`src/sv/scas_pkg.sv`:
```
// ----------------------------------------------------------------------------
// scas_pkg
// Shared constants, codes and helpers for the script call argument splitter.
// ----------------------------------------------------------------------------
package scas_pkg;

  // Default saturation point of byte offsets
  localparam longint unsigned MAX_OFFSET_DEF = 64'd65535;

  // Field widths
  localparam int ByteW  = 8;
  localparam int FieldW = 16;
  localparam int KindW  = 2;
  localparam int OutcW  = 2;
  localparam int TdataW = 2 * FieldW;
  localparam int TuserW = 1 + KindW + OutcW;

  // Characters of interest
  localparam logic [ByteW-1:0] ChParOpen  = 8'h28;
  localparam logic [ByteW-1:0] ChParClose = 8'h29;
  localparam logic [ByteW-1:0] ChBslash   = 8'h5C;
  localparam logic [ByteW-1:0] ChBrOpen   = 8'h7B;
  localparam logic [ByteW-1:0] ChBrClose  = 8'h7D;
  localparam logic [ByteW-1:0] ChDquote   = 8'h22;
  localparam logic [ByteW-1:0] ChSquote   = 8'h27;
  localparam logic [ByteW-1:0] ChComma    = 8'h2C;

  // Argument kinds
  localparam logic [KindW-1:0] KindBare   = 2'd0;
  localparam logic [KindW-1:0] KindSingle = 2'd1;
  localparam logic [KindW-1:0] KindDouble = 2'd2;
  localparam logic [KindW-1:0] KindBrace  = 2'd3;

  // Parse outcomes
  localparam logic [OutcW-1:0] OutcClosed  = 2'd0;
  localparam logic [OutcW-1:0] OutcBadChar = 2'd1;
  localparam logic [OutcW-1:0] OutcOpenEnd = 2'd2;
  localparam logic [OutcW-1:0] OutcNoParen = 2'd3;

  // Whitespace set: NUL, TAB, LF, FF, CR, space
  function automatic logic is_space(input logic [ByteW-1:0] b);
    return (b == 8'h00) || (b == 8'h09) || (b == 8'h0A) ||
           (b == 8'h0C) || (b == 8'h0D) || (b == 8'h20);
  endfunction

endpackage

```
`src/sv/script_call_argument_splitter_top.sv`:
```
// ----------------------------------------------------------------------------
// script_call_argument_splitter_top
// Splits the parenthesized argument list that follows a script function name.
// ----------------------------------------------------------------------------
//  channel  | dir | tdata                          | tuser                    | tlast
//  s_axis   | in  | [7:0] byte_in                  | -                        | last_byte
//  m_axis   | out | [15:0] arg_start,[31:16] length| [0] found,[2:1] kind,    | finished
//           |     |                                | [4:3] outcome            |
//
// One byte is taken per cycle; each beat is decoded in the cycle it is
// accepted and its result, if any, lands in the output register.
// The result appears in the cycle after the input beat is accepted.
// A full output register that is not taken stalls the input side.
// Reset clears the parse state and the output valid flag.
// ----------------------------------------------------------------------------
module script_call_argument_splitter_top
  import scas_pkg::*;
#(
  parameter longint unsigned MaxOffset = MAX_OFFSET_DEF
) (
  input  logic              clk_i,
  input  logic              rst_ni,
  input  logic              s_axis_tvalid,
  output logic              s_axis_tready,
  input  logic [ByteW-1:0]  s_axis_tdata,   // [7:0] byte_in
  input  logic              s_axis_tlast,   // last_byte
  output logic              m_axis_tvalid,
  input  logic              m_axis_tready,
  output logic [TdataW-1:0] m_axis_tdata,   // [15:0] arg_start, [31:16] arg_length
  output logic [TuserW-1:0] m_axis_tuser,   // [0] arg_found, [2:1] arg_kind, [4:3] outcome
  output logic              m_axis_tlast    // finished
);

  localparam int PosW = $clog2(MaxOffset + 64'd1);
  localparam logic [PosW-1:0] PosMax = PosW'(MaxOffset);

  typedef enum logic [2:0] {
    PH_AWAIT  = 3'd0,
    PH_LIST   = 3'd1,
    PH_BARE   = 3'd2,
    PH_SINGLE = 3'd3,
    PH_DOUBLE = 3'd4,
    PH_BRACE  = 3'd5
  } phase_e;

  phase_e          phase_q, phase_d;
  logic            esc_q, esc_d;
  logic            done_q, done_d;
  logic [PosW-1:0] pos_q, pos_d;
  logic [PosW-1:0] start_q, start_d;

  logic              ovalid_q;
  logic [TdataW-1:0] odata_q, odata_d;
  logic [TuserW-1:0] ouser_q, ouser_d;
  logic              olast_q, olast_d;

  logic              accept;
  logic              emit;
  logic              found, fin;
  logic [KindW-1:0]  kind;
  logic [OutcW-1:0]  outc;
  logic [PosW-1:0]   diff, len;
  logic [ByteW-1:0]  b;
  logic [ByteW-1:0]  close_ch;

  assign s_axis_tready = !ovalid_q || m_axis_tready;
  assign accept        = s_axis_tvalid && s_axis_tready;
  assign b             = s_axis_tdata;
  assign diff          = pos_q - start_q;

  // Closing character of the open quoted or brace argument
  always_comb begin
    unique case (phase_q)
      PH_SINGLE: close_ch = ChSquote;
      PH_DOUBLE: close_ch = ChDquote;
      default:   close_ch = ChBrClose;
    endcase
  end

  // Per-byte parse step
  always_comb begin
    phase_d = phase_q;
    esc_d   = esc_q;
    done_d  = done_q;
    start_d = start_q;
    pos_d   = (pos_q >= PosMax) ? PosMax : pos_q + PosW'(1);
    found   = 1'b0;
    fin     = 1'b0;
    kind    = KindBare;
    outc    = OutcClosed;
    len     = '0;

    unique case (phase_q)
      PH_AWAIT: begin
        if (b == ChParOpen) begin
          phase_d = PH_LIST;
        end else if (!is_space(b)) begin
          fin  = 1'b1;
          outc = OutcBadChar;
        end
      end
      PH_LIST: begin
        if (b == ChDquote) begin
          start_d = pos_q;
          phase_d = PH_DOUBLE;
        end else if (b == ChSquote) begin
          start_d = pos_q;
          phase_d = PH_SINGLE;
        end else if (b == ChBrOpen) begin
          start_d = pos_q;
          phase_d = PH_BRACE;
        end else if (b == ChParClose) begin
          fin = 1'b1;
        end else if (!is_space(b) && b != ChComma) begin
          start_d = pos_q;
          phase_d = PH_BARE;
        end
      end
      PH_BARE: begin
        if (is_space(b) || b == ChComma || b == ChParClose) begin
          found   = 1'b1;
          len     = diff;
          phase_d = PH_LIST;
          fin     = (b == ChParClose);
        end
      end
      PH_SINGLE, PH_DOUBLE, PH_BRACE: begin
        if (esc_q) begin
          esc_d = 1'b0;
        end else if (b == ChBslash) begin
          esc_d = 1'b1;
        end else if (b == close_ch) begin
          found   = 1'b1;
          kind    = KindW'(phase_q - 3'd2);
          len     = (diff >= PosMax) ? PosMax : diff + PosW'(1);
          phase_d = PH_LIST;
        end
      end
      default: begin
        fin  = 1'b1;
        outc = OutcBadChar;
      end
    endcase

    // End of buffer forces an outcome
    if (!fin && s_axis_tlast) begin
      fin  = 1'b1;
      outc = (phase_d == PH_AWAIT) ? OutcNoParen : OutcOpenEnd;
    end

    if (fin) begin
      done_d = 1'b1;
    end

    // Bytes after the end only wait for the buffer to close
    if (done_q) begin
      phase_d = phase_q;
      esc_d   = esc_q;
      start_d = start_q;
      pos_d   = pos_q;
      found   = 1'b0;
      fin     = 1'b0;
    end

    // Last byte returns the parse state to reset
    if (s_axis_tlast) begin
      phase_d = PH_AWAIT;
      esc_d   = 1'b0;
      done_d  = 1'b0;
      pos_d   = '0;
      start_d = '0;
    end

    emit    = found || fin;
    odata_d = {(found ? FieldW'(len) : FieldW'(0)),
               (found ? FieldW'(start_q) : FieldW'(0))};
    ouser_d = {(fin ? outc : OutcClosed), (found ? kind : KindBare), found};
    olast_d = fin;
  end

  // Parse state
  always_ff @(posedge clk_i or negedge rst_ni) begin
    if (!rst_ni) begin
      phase_q <= PH_AWAIT;
      esc_q   <= 1'b0;
      done_q  <= 1'b0;
      pos_q   <= '0;
      start_q <= '0;
    end else if (accept) begin
      phase_q <= phase_d;
      esc_q   <= esc_d;
      done_q  <= done_d;
      pos_q   <= pos_d;
      start_q <= start_d;
    end
  end

  // Output register
  always_ff @(posedge clk_i or negedge rst_ni) begin
    if (!rst_ni) begin
      ovalid_q <= 1'b0;
    end else if (s_axis_tready) begin
      ovalid_q <= accept && emit;
    end
  end

  always_ff @(posedge clk_i) begin
    if (accept && emit) begin
      odata_q <= odata_d;
      ouser_q <= ouser_d;
      olast_q <= olast_d;
    end
  end

  assign m_axis_tvalid = ovalid_q;
  assign m_axis_tdata  = odata_q;
  assign m_axis_tuser  = ouser_q;
  assign m_axis_tlast  = olast_q;

endmodule

```
`config.mk`:
```
export PLATFORM = sky130hd
export DESIGN_NAME = script_call_argument_splitter_top
export DESIGN_NICKNAME = d
export VERILOG_FILES = /design/src/sv/scas_pkg.sv /design/src/sv/script_call_argument_splitter_top.sv
export SDC_FILE = /design/constraint.sdc
export NUM_CORES = 1
export LEC_CHECK = 0
export ABC_AREA = 1
export BUFFER_PORTS_ARGS = -buffer_cell sky130_fd_sc_hd__buf_2
export CAP_MARGIN = 20
export CORE_UTILIZATION = 23
export DETAILED_ROUTE_END_ITERATION = 8
export GPL_TIMING_DRIVEN = 0
export PLACE_DENSITY = 0.39
export SLEW_MARGIN = 20
export SYNTH_ARGS = -nofsm -noshare
export SYNTH_HDL_FRONTEND = slang
export SYNTH_SLANG_ARGS = --single-unit
```
`constraint.sdc`:
```
create_clock -name clk_i -period 2.7 [get_ports clk_i]
set_input_delay 0 -clock clk_i [delete_from_list [all_inputs] [get_ports clk_i]]
set_output_delay 0 -clock clk_i [all_outputs]
set_load 0.005 [all_outputs]
```
**Word level (Yosys, flattened, before mapping)**

Cells that the tools add are included.
W data, S select, Z words.

- Reduce and logical (&&, ||, !) cells: 30
- Equality and inequality tests: 21
- $add $sub $neg: 4
- Muxes and demuxes: 59
- Bitwise logic cells: 3
- Magnitude comparators: 2

Operator list:

| operator | count |
|---|---|
| $mux W16 | 16 |
| $eq A8 B6 Y1 const B | 6 |
| $mux W3 | 12 |
| $add A16 B1 Y16 const B | 2 |
| $eq A8 B4 Y1 const B | 4 |
| $ge A16 B16 Y1 const B | 2 |
| $pmux W16 S2 | 1 |
| $mux W1 | 24 |
| $eq A8 B7 Y1 const B | 2 |
| $sub A16 B16 Y16 | 1 |
| $pmux W7 S2 | 1 |
| $pmux W3 S4 | 1 |
| $reduce_or A5 Y1 | 2 |
| $logic_or A1 B1 Y1 | 9 |
| $eq A8 B8 Y1 | 1 |
| $logic_not A8 Y1 | 1 |
| $ne A8 B6 Y1 const B | 1 |
| $eq A3 B2 Y1 const B | 2 |
| $eq A3 B3 Y1 const B | 2 |
| $logic_not A3 Y1 | 2 |
| $reduce_bool A2 Y1 | 3 |
| $ne A5 B5 Y1 const B | 1 |
| $reduce_and A5 Y1 | 1 |
| $reduce_bool A5 Y1 | 1 |
| other kinds (12) | 21 |

- Input bits: 13
- Bits in registers: 76
- Logic and storage cells: 130

**Depth between registers and ports, before layout**

Gate-level depths: netlist of the first run.

- Depth in word-level cells: 17
- Depth in mapped cells: 19
- Depth with buffers taken out: 18

**Worst setup path after synthesis of the first run**

OpenSTA, ideal clock, no wires.

- Path type: register -> register
- Start point: register phase_q[1]
- End point: register odata_q[0], in the netlist m_axis_tdata[0], enable pin
- Setup slack: 0.041 ns
- Data required time: 2.307 ns
- Stages on the path, launching flop included: 14
- Arrival time: 2.266 ns
- Clock period less this slack: 2.659 ns
- Buffers on the path: 2
- Cells stage by stage: dfrtp_1 buf_2 nor2_1 nand2_1 nand2_1 a31oi_1 nor2_1 nand4_1 nand2_1 nand2_1 buf_2 nand2_1 nand2_1 inv_1

- Longest elaborated chain between the ends: 10
- Elaborated cells on any way between the ends: 21
- Classes of those cells: eq/ne (6); mux (9); reduce/logical (6)

RTL lines:

| element | RTL line | source |
|---|---|---|
| start: declaration | script_call_argument_splitter_top.sv:46 | `phase_e phase_q, phase_d;` |
| start signal: assignment | script_call_argument_splitter_top.sv:190 | `phase_q <= phase_d;` |
| $eq A3 B3 Y1 or $eq A3 B2 Y1 (tied branches) | script_call_argument_splitter_top.sv:73, script_call_argument_splitter_top.sv:93 |  |
| $pmux W7 S2 | script_call_argument_splitter_top.sv:73 | `unique case (phase_q)` |
| $eq A8 B8 Y1 | script_call_argument_splitter_top.sv:132 | `end else if (b == close_ch) begin` |
| $mux W1 | script_call_argument_splitter_top.sv:132 |  |
| $mux W1 | script_call_argument_splitter_top.sv:130 | `end else if (b == ChBslash) begin` |
| $mux W1 | script_call_argument_splitter_top.sv:128 | `if (esc_q) begin` |
| $pmux W1 S2 | script_call_argument_splitter_top.sv:93 | `unique case (phase_q)` |
| $mux W1 | script_call_argument_splitter_top.sv:156 | `if (done_q) begin` |
| $logic_or A1 B1 Y1 * | script_call_argument_splitter_top.sv:174 | `emit = found \|\| fin;` |
| $logic_and A1 B1 Y1 * | script_call_argument_splitter_top.sv:208 | `if (accept && emit) begin` |
| end signal: assignment | script_call_argument_splitter_top.sv:209 | `odata_q <= odata_d;` |
| end: declaration | script_call_argument_splitter_top.sv:53 | `logic [TdataW-1:0] odata_q, odata_d;` |

Every way passes the cells marked *; elsewhere a longest branch is shown, timed or not.
A chain may end at the register's enable or synchronous reset.

**Worst setup path in the final report of the first run**

- Start point: register pos_q[0]
- End point: register odata_q[31], in the netlist m_axis_tdata[31], data pin

- Longest elaborated chain between the ends: 7
- Elaborated cells on any way between the ends: 9
- Classes of those cells: add/sub (2); order compare (1); mux (6)

RTL lines:

| element | RTL line | source |
|---|---|---|
| start: declaration | script_call_argument_splitter_top.sv:49 | `logic [PosW-1:0] pos_q, pos_d;` |
| start signal: assignment | script_call_argument_splitter_top.sv:193 | `pos_q <= pos_d;` |
| $sub A16 B16 Y16 * | script_call_argument_splitter_top.sv:69 | `assign diff = pos_q - start_q;` |
| $add A16 B1 Y16 or $ge A16 B16 Y1 (tied branches) | script_call_argument_splitter_top.sv:135 | `len = (diff >= PosMax) ? PosMax : diff + PosW'(1);` |
| $mux W16 | script_call_argument_splitter_top.sv:135 |  |
| $mux W16 | script_call_argument_splitter_top.sv:132 |  |
| $mux W16 | script_call_argument_splitter_top.sv:130 |  |
| $mux W16 | script_call_argument_splitter_top.sv:128 |  |
| $pmux W16 S2 * | script_call_argument_splitter_top.sv:93 |  |

Marks and branches as above.

==> flow_summary.json, run 1 <==
{
  "status": "complete, no violations",
  "swShare_pct": 35.2,
  "area_delta_synth_final_pct": 30.2,
  "maxSlewViolCount": 0,
  "met3WireLength_um": 385,
  "tns_ns": 0,
  "whs_path_depth": 4,
  "comb_power_share_pct": 32.3,
  "whs_ns": 0.0414,
  "crit_path_start": "pos_q[0]",
  "period_needed_ns": 2.63,
  "power.internal_mw": 2.52,
  "rsz0062_at_grt": "true",
  "clk_path_buf_depth": 2,
  "wl_um": 15300,
  "rr_worst_depth": 17,
  "final_cells": 1102,
  "clk_pin_slew_ns": 0.06,
  "cts_buffers": 9,
  "setup_viol": 0,
  "reg2reg_slack_ns": 0.07,
  "required_ns": 2.81,
  "crit_arrival_ns": 2.74,
  "vias": 4884,
  "power.density_mw_per_mm2": 579,
  "yosys.cell_types.count": 38,
  "dpl_cell_area_mm2": 0.00578,
  "die_area_mm2": 0.0230,
  "max_freq_mhz": 380,
  "place_inst": 1052,
  "dr.pass1.iters": 4,
  "overflow": 0,
  "ant_nets": 0,
  "relSlewSlack_pct": 37.2,
  "hp-class": "input port to register",
  "gp_congestion": 0.804,
  "drv_cap": 0,
  "netlist_instances": 719,
  "chipWidth_um": 152,
  "antenna_found_initial": 0,
  "synth_nets": 750,
  "clock_sinks": 76,
  "p_sw_mw": 1.37,
  "post-route-drc-count": 0,
  "seq_power_share_pct": 34.4,
  "fin_ws_ns": 0.0654,
  "top_layer": "met4",
  "ir_worst_vdd_mv": 0.265,
  "via_per_inst": 4.43,
  "pin_count": 53,
  "grt_pass1_wl_um": 24600,
  "dpl.hpwl_um": 11500,
  "drt_iter0_drc": 290,
  "core.rowCount": 54,
  "hold_viol": 0,
  "ys_seq_elements": 76,
  "grt_max_degree": 39,
  "met2_length_um": 7200,
  "skew_ns": 0.00829,
  "insertion_delay_ns": 0.35,
  "h-tree-depth": 3,
  "clock_tree.root_cell": "clkbuf_16",
  "timing.rr.end": "m_axis_tdata[31]",
  "finalInstanceArea_mm2": 0.00670,
  "cp_max_fo": 3,
  "grt_pass1_vias": 4751,
  "synth_warnings": 0,
  "initial_core_util_pct": 23.5,
  "synth_top_area_cell": "edfxtp_1",
  "synth_top_area_share_pct": 22.2,
  "syn_area_per_cell_um2": 7.16,
  "fin_crit_sh_pct": 97.6,
  "worst_setup_path_end_kind": "register",
  "cts_tree": "yes",
  "critical_path_class": "register to register",
  "syn-cell-area_mm2": 0.00515,
  "grt_util_all_layers_pct": 14.1,
  "drive_above_1_share_pct": 23.4,
  "drt-met1-wl_um": 7440,
  "report.power.total_mw": 3.88,
  "place.port_buffers": 52,
  "clkPwrFrac_pct": 33.4,
  "dpl_worst_slack_ns": -0.471,
  "routedWlPerCell_um": 13.9,
  "postLayoutCoreUtil_pct": 30.6,
  "crit_end": "m_axis_tdata[31]",
  "die_h_um": 152,
  "r2r_start": "pos_q[0]",
  "tightest_slew_ns": 0.942,
  "p_leak_nw": 3.24,
  "ys_top_cells_by_area": "edfxtp_1, dfrtp_1, nand2_1",
  "nNetsFinal": 848,
  "antenna_cells": 0,
  "ys_seq_area_share_pct": 40.6,
  "startpoint_type": "register",
  "core-area_mm2": 0.0219
}
## worst min-delay path by stage
stage	start	slack, ns	end
finish	s_axis_tvalid	0.04	done_q
global route	s_axis_tvalid	0.07	done_q
CTS	s_axis_tvalid	0.04	done_q
detailed placement	rst_ni	0.21	esc_q
global placement	rst_ni	0.20	esc_q
floorplan	rst_ni	-0.30	done_q
## worst max-delay path, stage by stage (launching register included)
cell     delay, ns
dfrtp_1       0.39
inv_2         0.10
ha_4          0.15
inv_4         0.03
fa_2          0.55
buf_4         0.12
nand2_2       0.07
nor2_4        0.12
nand2_2       0.09
nor2_4        0.13
nand2_2       0.08
nor2_4        0.11
buf_4         0.13
nand3_1       0.08
nand2_1       0.06
nand3_1       0.06
nand2_1       0.06
nand2_1       0.05
## synthesized netlist by cell type
cell / n
nor4_1: 3
o2111ai_1: 1
xnor2_1: 1
nand2_2: 9
clkbuf_1: 4
o41ai_1: 1
nand3_1: 55
a31oi_1: 1
nor3_1: 9
nor4_2: 1
and2_1: 2
nand3b_1: 2
nor2_2: 4
nand4_2: 1
a21oi_1: 12
nor2_4: 2
o311ai_0: 1
o211ai_1: 2
o31ai_1: 3
clkbuf_2: 1
ha_1: 17
a21oi_2: 2
nand2_1: 229
o22ai_1: 18
edfxtp_1: 38
dfrtp_1: 38
inv_1: 122
nand4_1: 15
o21ai_0: 38
inv_2: 1
buf_2: 6
nand3_2: 3
o21bai_1: 1
nor2_1: 59
nor3_2: 2
xor2_1: 13
buf_6: 1
fa_1: 1
## area by class of cell
| type | count | area [um2] |
|---|---|---|
| Buffer | 12 | 67.6 |
| Clock buffer | 14 | 307 |
| Clock inverter | 2 | 12.5 |
| Fill cell | 2420 | 15200 |
| Inverter | 123 | 469 |
| Multi-Input combinational cell | 508 | 2830 |
| Sequential cell | 76 | 2100 |
| Tap cell | 280 | 350 |
| Timing Repair Buffer | 87 | 569 |
## what timing repair did
| action | 4_1_cts | 5_1_grt |
|---|---|---|
| endpoints found under the setup margin | 42 | 59 |
| hold buffers | 2 | 0 |
| gates cloned | 0 | 1 |
| buffers inserted | 12 | 19 |
| pin swaps | 12 | 23 |
| hold endpoints to repair | 39 | 0 |
| gates resized for setup | 35 | 56 |
## logic make-up (layout without fill, tap and decap cells)
| logic type | count (synthesis) | count (layout) | synth area share (%) |
|---|---|---|---|
| AO/OA/AOI/OAI | 80 | 80 | 8.89 |
| XOR/XNOR | 14 | 14 | 2.38 |
| adder cells (fa/ha/maj) | 18 | 18 | 4.52 |
| buffers and inverters | 135 | 238 | 10.2 |
| flip-flops | 76 | 76 | 40.6 |
| AND/OR/NAND/NOR | 396 | 396 | 33.4 |
## cell usage in the layout (no fill, tap or decap), types with 9 or more instances in the layout
master     count
edfxtp_1      38
inv_1        115
nor2_4         9
nand2_1      213
o22ai_1       18
buf_4         29
buf_2         57
nand2_2       21
nand3_1       51
dfrtp_1       34
nand4_1       15
o21ai_0       36
clkbuf_16     12
nor2_1        52
a21oi_1       11
xor2_1        13
## state kept, by name, indices dropped and copies added (netlist names)
name / count
m_axis_tdata: 32
pos_q: 16
start_q: 16
m_axis_tuser: 5
phase_q: 3
done_q: 1
esc_q: 1
m_axis_tlast: 1
m_axis_tvalid: 1
## power by group through the flow
stage	clock network [mW]	logic, mW	registers, mW
finish	1.30	1.25	1.33
global placement	0	1.03	1.36
floorplan	0	0.739	1.35
detailed placement	0	1.04	1.35
global route	1.37	1.45	1.35
CTS	1.33	1.15	1.33
## layer usage
metal	GRT usage, %	vias up
met2	23.0	66
met3	2.60	19
li1	-	2522
met4	4.50	0
met1	18.6	2277
met5	0	-
Power figures use the tool's default switching activity.
==> run 2: changes to the inputs <==
--- a/config.mk
+++ b/config.mk
@@ -8,10 +8,11 @@
 export ABC_AREA = 1
 export BUFFER_PORTS_ARGS = -buffer_cell sky130_fd_sc_hd__buf_2
 export CAP_MARGIN = 20
-export CORE_UTILIZATION = 23
+export CORE_MARGIN = 10
+export CORE_UTILIZATION = 35
 export DETAILED_ROUTE_END_ITERATION = 8
 export GPL_TIMING_DRIVEN = 0
-export PLACE_DENSITY = 0.39
+export PLACE_DENSITY = 0.54
 export SLEW_MARGIN = 20
 export SYNTH_ARGS = -nofsm -noshare
 export SYNTH_HDL_FRONTEND = slang
==> flow_summary.json, run 2 (synthesized netlist as in run 1, its figures left out) <==
{
  "status": "complete, no violations",
  "grt_max_degree": 39,
  "crit_arrival_ns": 2.86,
  "via_per_inst": 5.01,
  "relSlewSlack_pct": 40.7,
  "setup_viol": 0,
  "grt_pass1_vias": 4857,
  "vias": 4969,
  "wl_um": 14500,
  "maxSlewViolCount": 0,
  "tightest_slew_ns": 0.890,
  "die_area_mm2": 0.0200,
  "pin_count": 53,
  "hp-class": "input port to register",
  "grt_util_all_layers_pct": 14.3,
  "core.rowCount": 44,
  "max_freq_mhz": 372,
  "grt_pass1_wl_um": 23500,
  "place_inst": 955,
  "worst_setup_path_end_kind": "register",
  "dr.pass1.iters": 5,
  "die_h_um": 141,
  "drv_cap": 0,
  "h-tree-depth": 3,
  "clk_pin_slew_ns": 0.06,
  "ir_worst_vdd_mv": 0.303,
  "skew_ns": 0.00922,
  "dpl.hpwl_um": 10800,
  "routedWlPerCell_um": 14.7,
  "required_ns": 2.87,
  "whs_ns": 0.0306,
  "largest_reg_flops": 32,
  "clock_tree.root_cell": "clkbuf_16",
  "ant_nets": 0,
  "fin_crit_sh_pct": 99.7,
  "area_delta_synth_final_pct": 21.9,
  "clock_sinks": 76,
  "post-route-drc-count": 0,
  "final_cells": 991,
  "cts_tree": "yes",
  "antenna_found_initial": 0,
  "place.port_buffers": 52,
  "power.density_mw_per_mm2": 582,
  "layout_commonest_cell": "nand2_1",
  "report.power.total_mw": 3.66,
  "chipWidth_um": 141,
  "core-area_mm2": 0.0145,
  "tns_ns": 0,
  "startpoint_type": "register",
  "overflow": 0,
  "drive_above_1_share_pct": 18.8,
  "clk_path_buf_depth": 2,
  "rsz0062_at_grt": "true",
  "gp_congestion": 0.939,
  "critical_path_class": "register to register",
  "insertion_delay_ns": 0.34,
  "p_leak_nw": 3.11,
  "antenna_cells": 0,
  "cts_buffers": 9,
  "final_cell_mix": "nand2_1, inv_1, buf_2",
  "period_needed_ns": 2.69,
  "nNetsFinal": 833,
  "hold_viol": 0,
  "initial_core_util_pct": 35.6,
  "drt_iter0_drc": 346,
  "cp_max_fo": 5
}
run 2: cell count changes in the layout (fill, tap and decap cells not counted), sizes merged:
cell,previous run,this run
bufinv,0,1
buf,91,75
inv,122,125
clkinvlp,1,0
clkbuf,20,18
run 2: layout make-up:
type / instances / area, um2
well taps: 184 / 230
clock buffers: 12 / 256
flip-flops and latches: 76 / 2090
clock inverters: 4 / 22.5
repair inverters: 1 / 8.76
inverters: 123 / 490
multi-input cells: 508 / 2700
fillers: 1446 / 8200
repair buffers: 71 / 415
plain buffers: 12 / 63.8
run 2: what timing repair did:
action / in CTS / in global routing
gates resized for setup: 21 / 35
setup buffers: 9 / 7
pin swaps: 7 / 14
endpoints found under the hold margin: 39 / 0
hold buffers: 2 / 0
cloned: 1 / 1
endpoints found under the setup margin: 54 / 55
run 2: routing by layer:
layer  up-vias  GRT usage [%]  wire, um
met5         -              0         0
met4         0           6.52       414
met3        27           2.27       642
met2       139           24.2      7160
met1      2309           17.4      6320
li1       2494              -         -
run 2: path summary, 6_finish.rpt:
| path | cells past startpoint | endpoint | start | slack (ns) |
|---|---|---|---|---|
| worst max-delay path | 18 | m_axis_tdata[18] | pos_q[0] | 0.009 |
| worst min-delay path | 4 | done_q | s_axis_tvalid | 0.03 |
| worst max register to register | 18 | m_axis_tdata[18] | pos_q[0] | 0.009 |
| worst min register to register | 1 | esc_q | esc_q | 0.49 |
| max in group asynchronous | 2 | start_q[15] | rst_ni | 1.81 |
| min in group asynchronous | 2 | pos_q[3] | rst_ni | 0.33 |
run 2: power by group:
group | switching, mW | total, mW | internal, mW
Sequential | 0.0385 | 1.33 | 1.29
Combinational | 0.787 | 1.17 | 0.387
Clock | 0.480 | 1.15 | 0.671
Total | 1.30 | 3.66 | 2.35
run 2: per-stage QoR:
| step | cell area (um2) | util, % | setup WS, ns |
|---|---|---|---|
| after CTS | 6090 | 42.1 | -0.0408 |
| after global placement | 5640 | 38.9 | -0.608 |
| after detailed placement | 5640 | 38.9 | -0.380 |
| final | 6280 | 43.4 | 0.00924 |
| after floorplan | 5150 | - | 0.0410 |
| after global routing | 6280 | 43.4 | -0.141 |
run 2: worst max-delay path, stage by stage, from the launching register on:
cell and delay (ns):
dfrtp_1 0.39, inv_2 0.09, ha_4 0.14, inv_4 0.03, fa_2 0.37, nand3_1 0.12
nand2_1 0.12, nand2_1 0.12, nand2_1 0.08, nand2_1 0.09, nand3_1 0.09, nand2_2 0.11
nand2_1 0.12, nor2_4 0.16, nand3_4 0.13, buf_6 0.16, nand2_2 0.05, nand2_1 0.06
o31ai_2 0.07
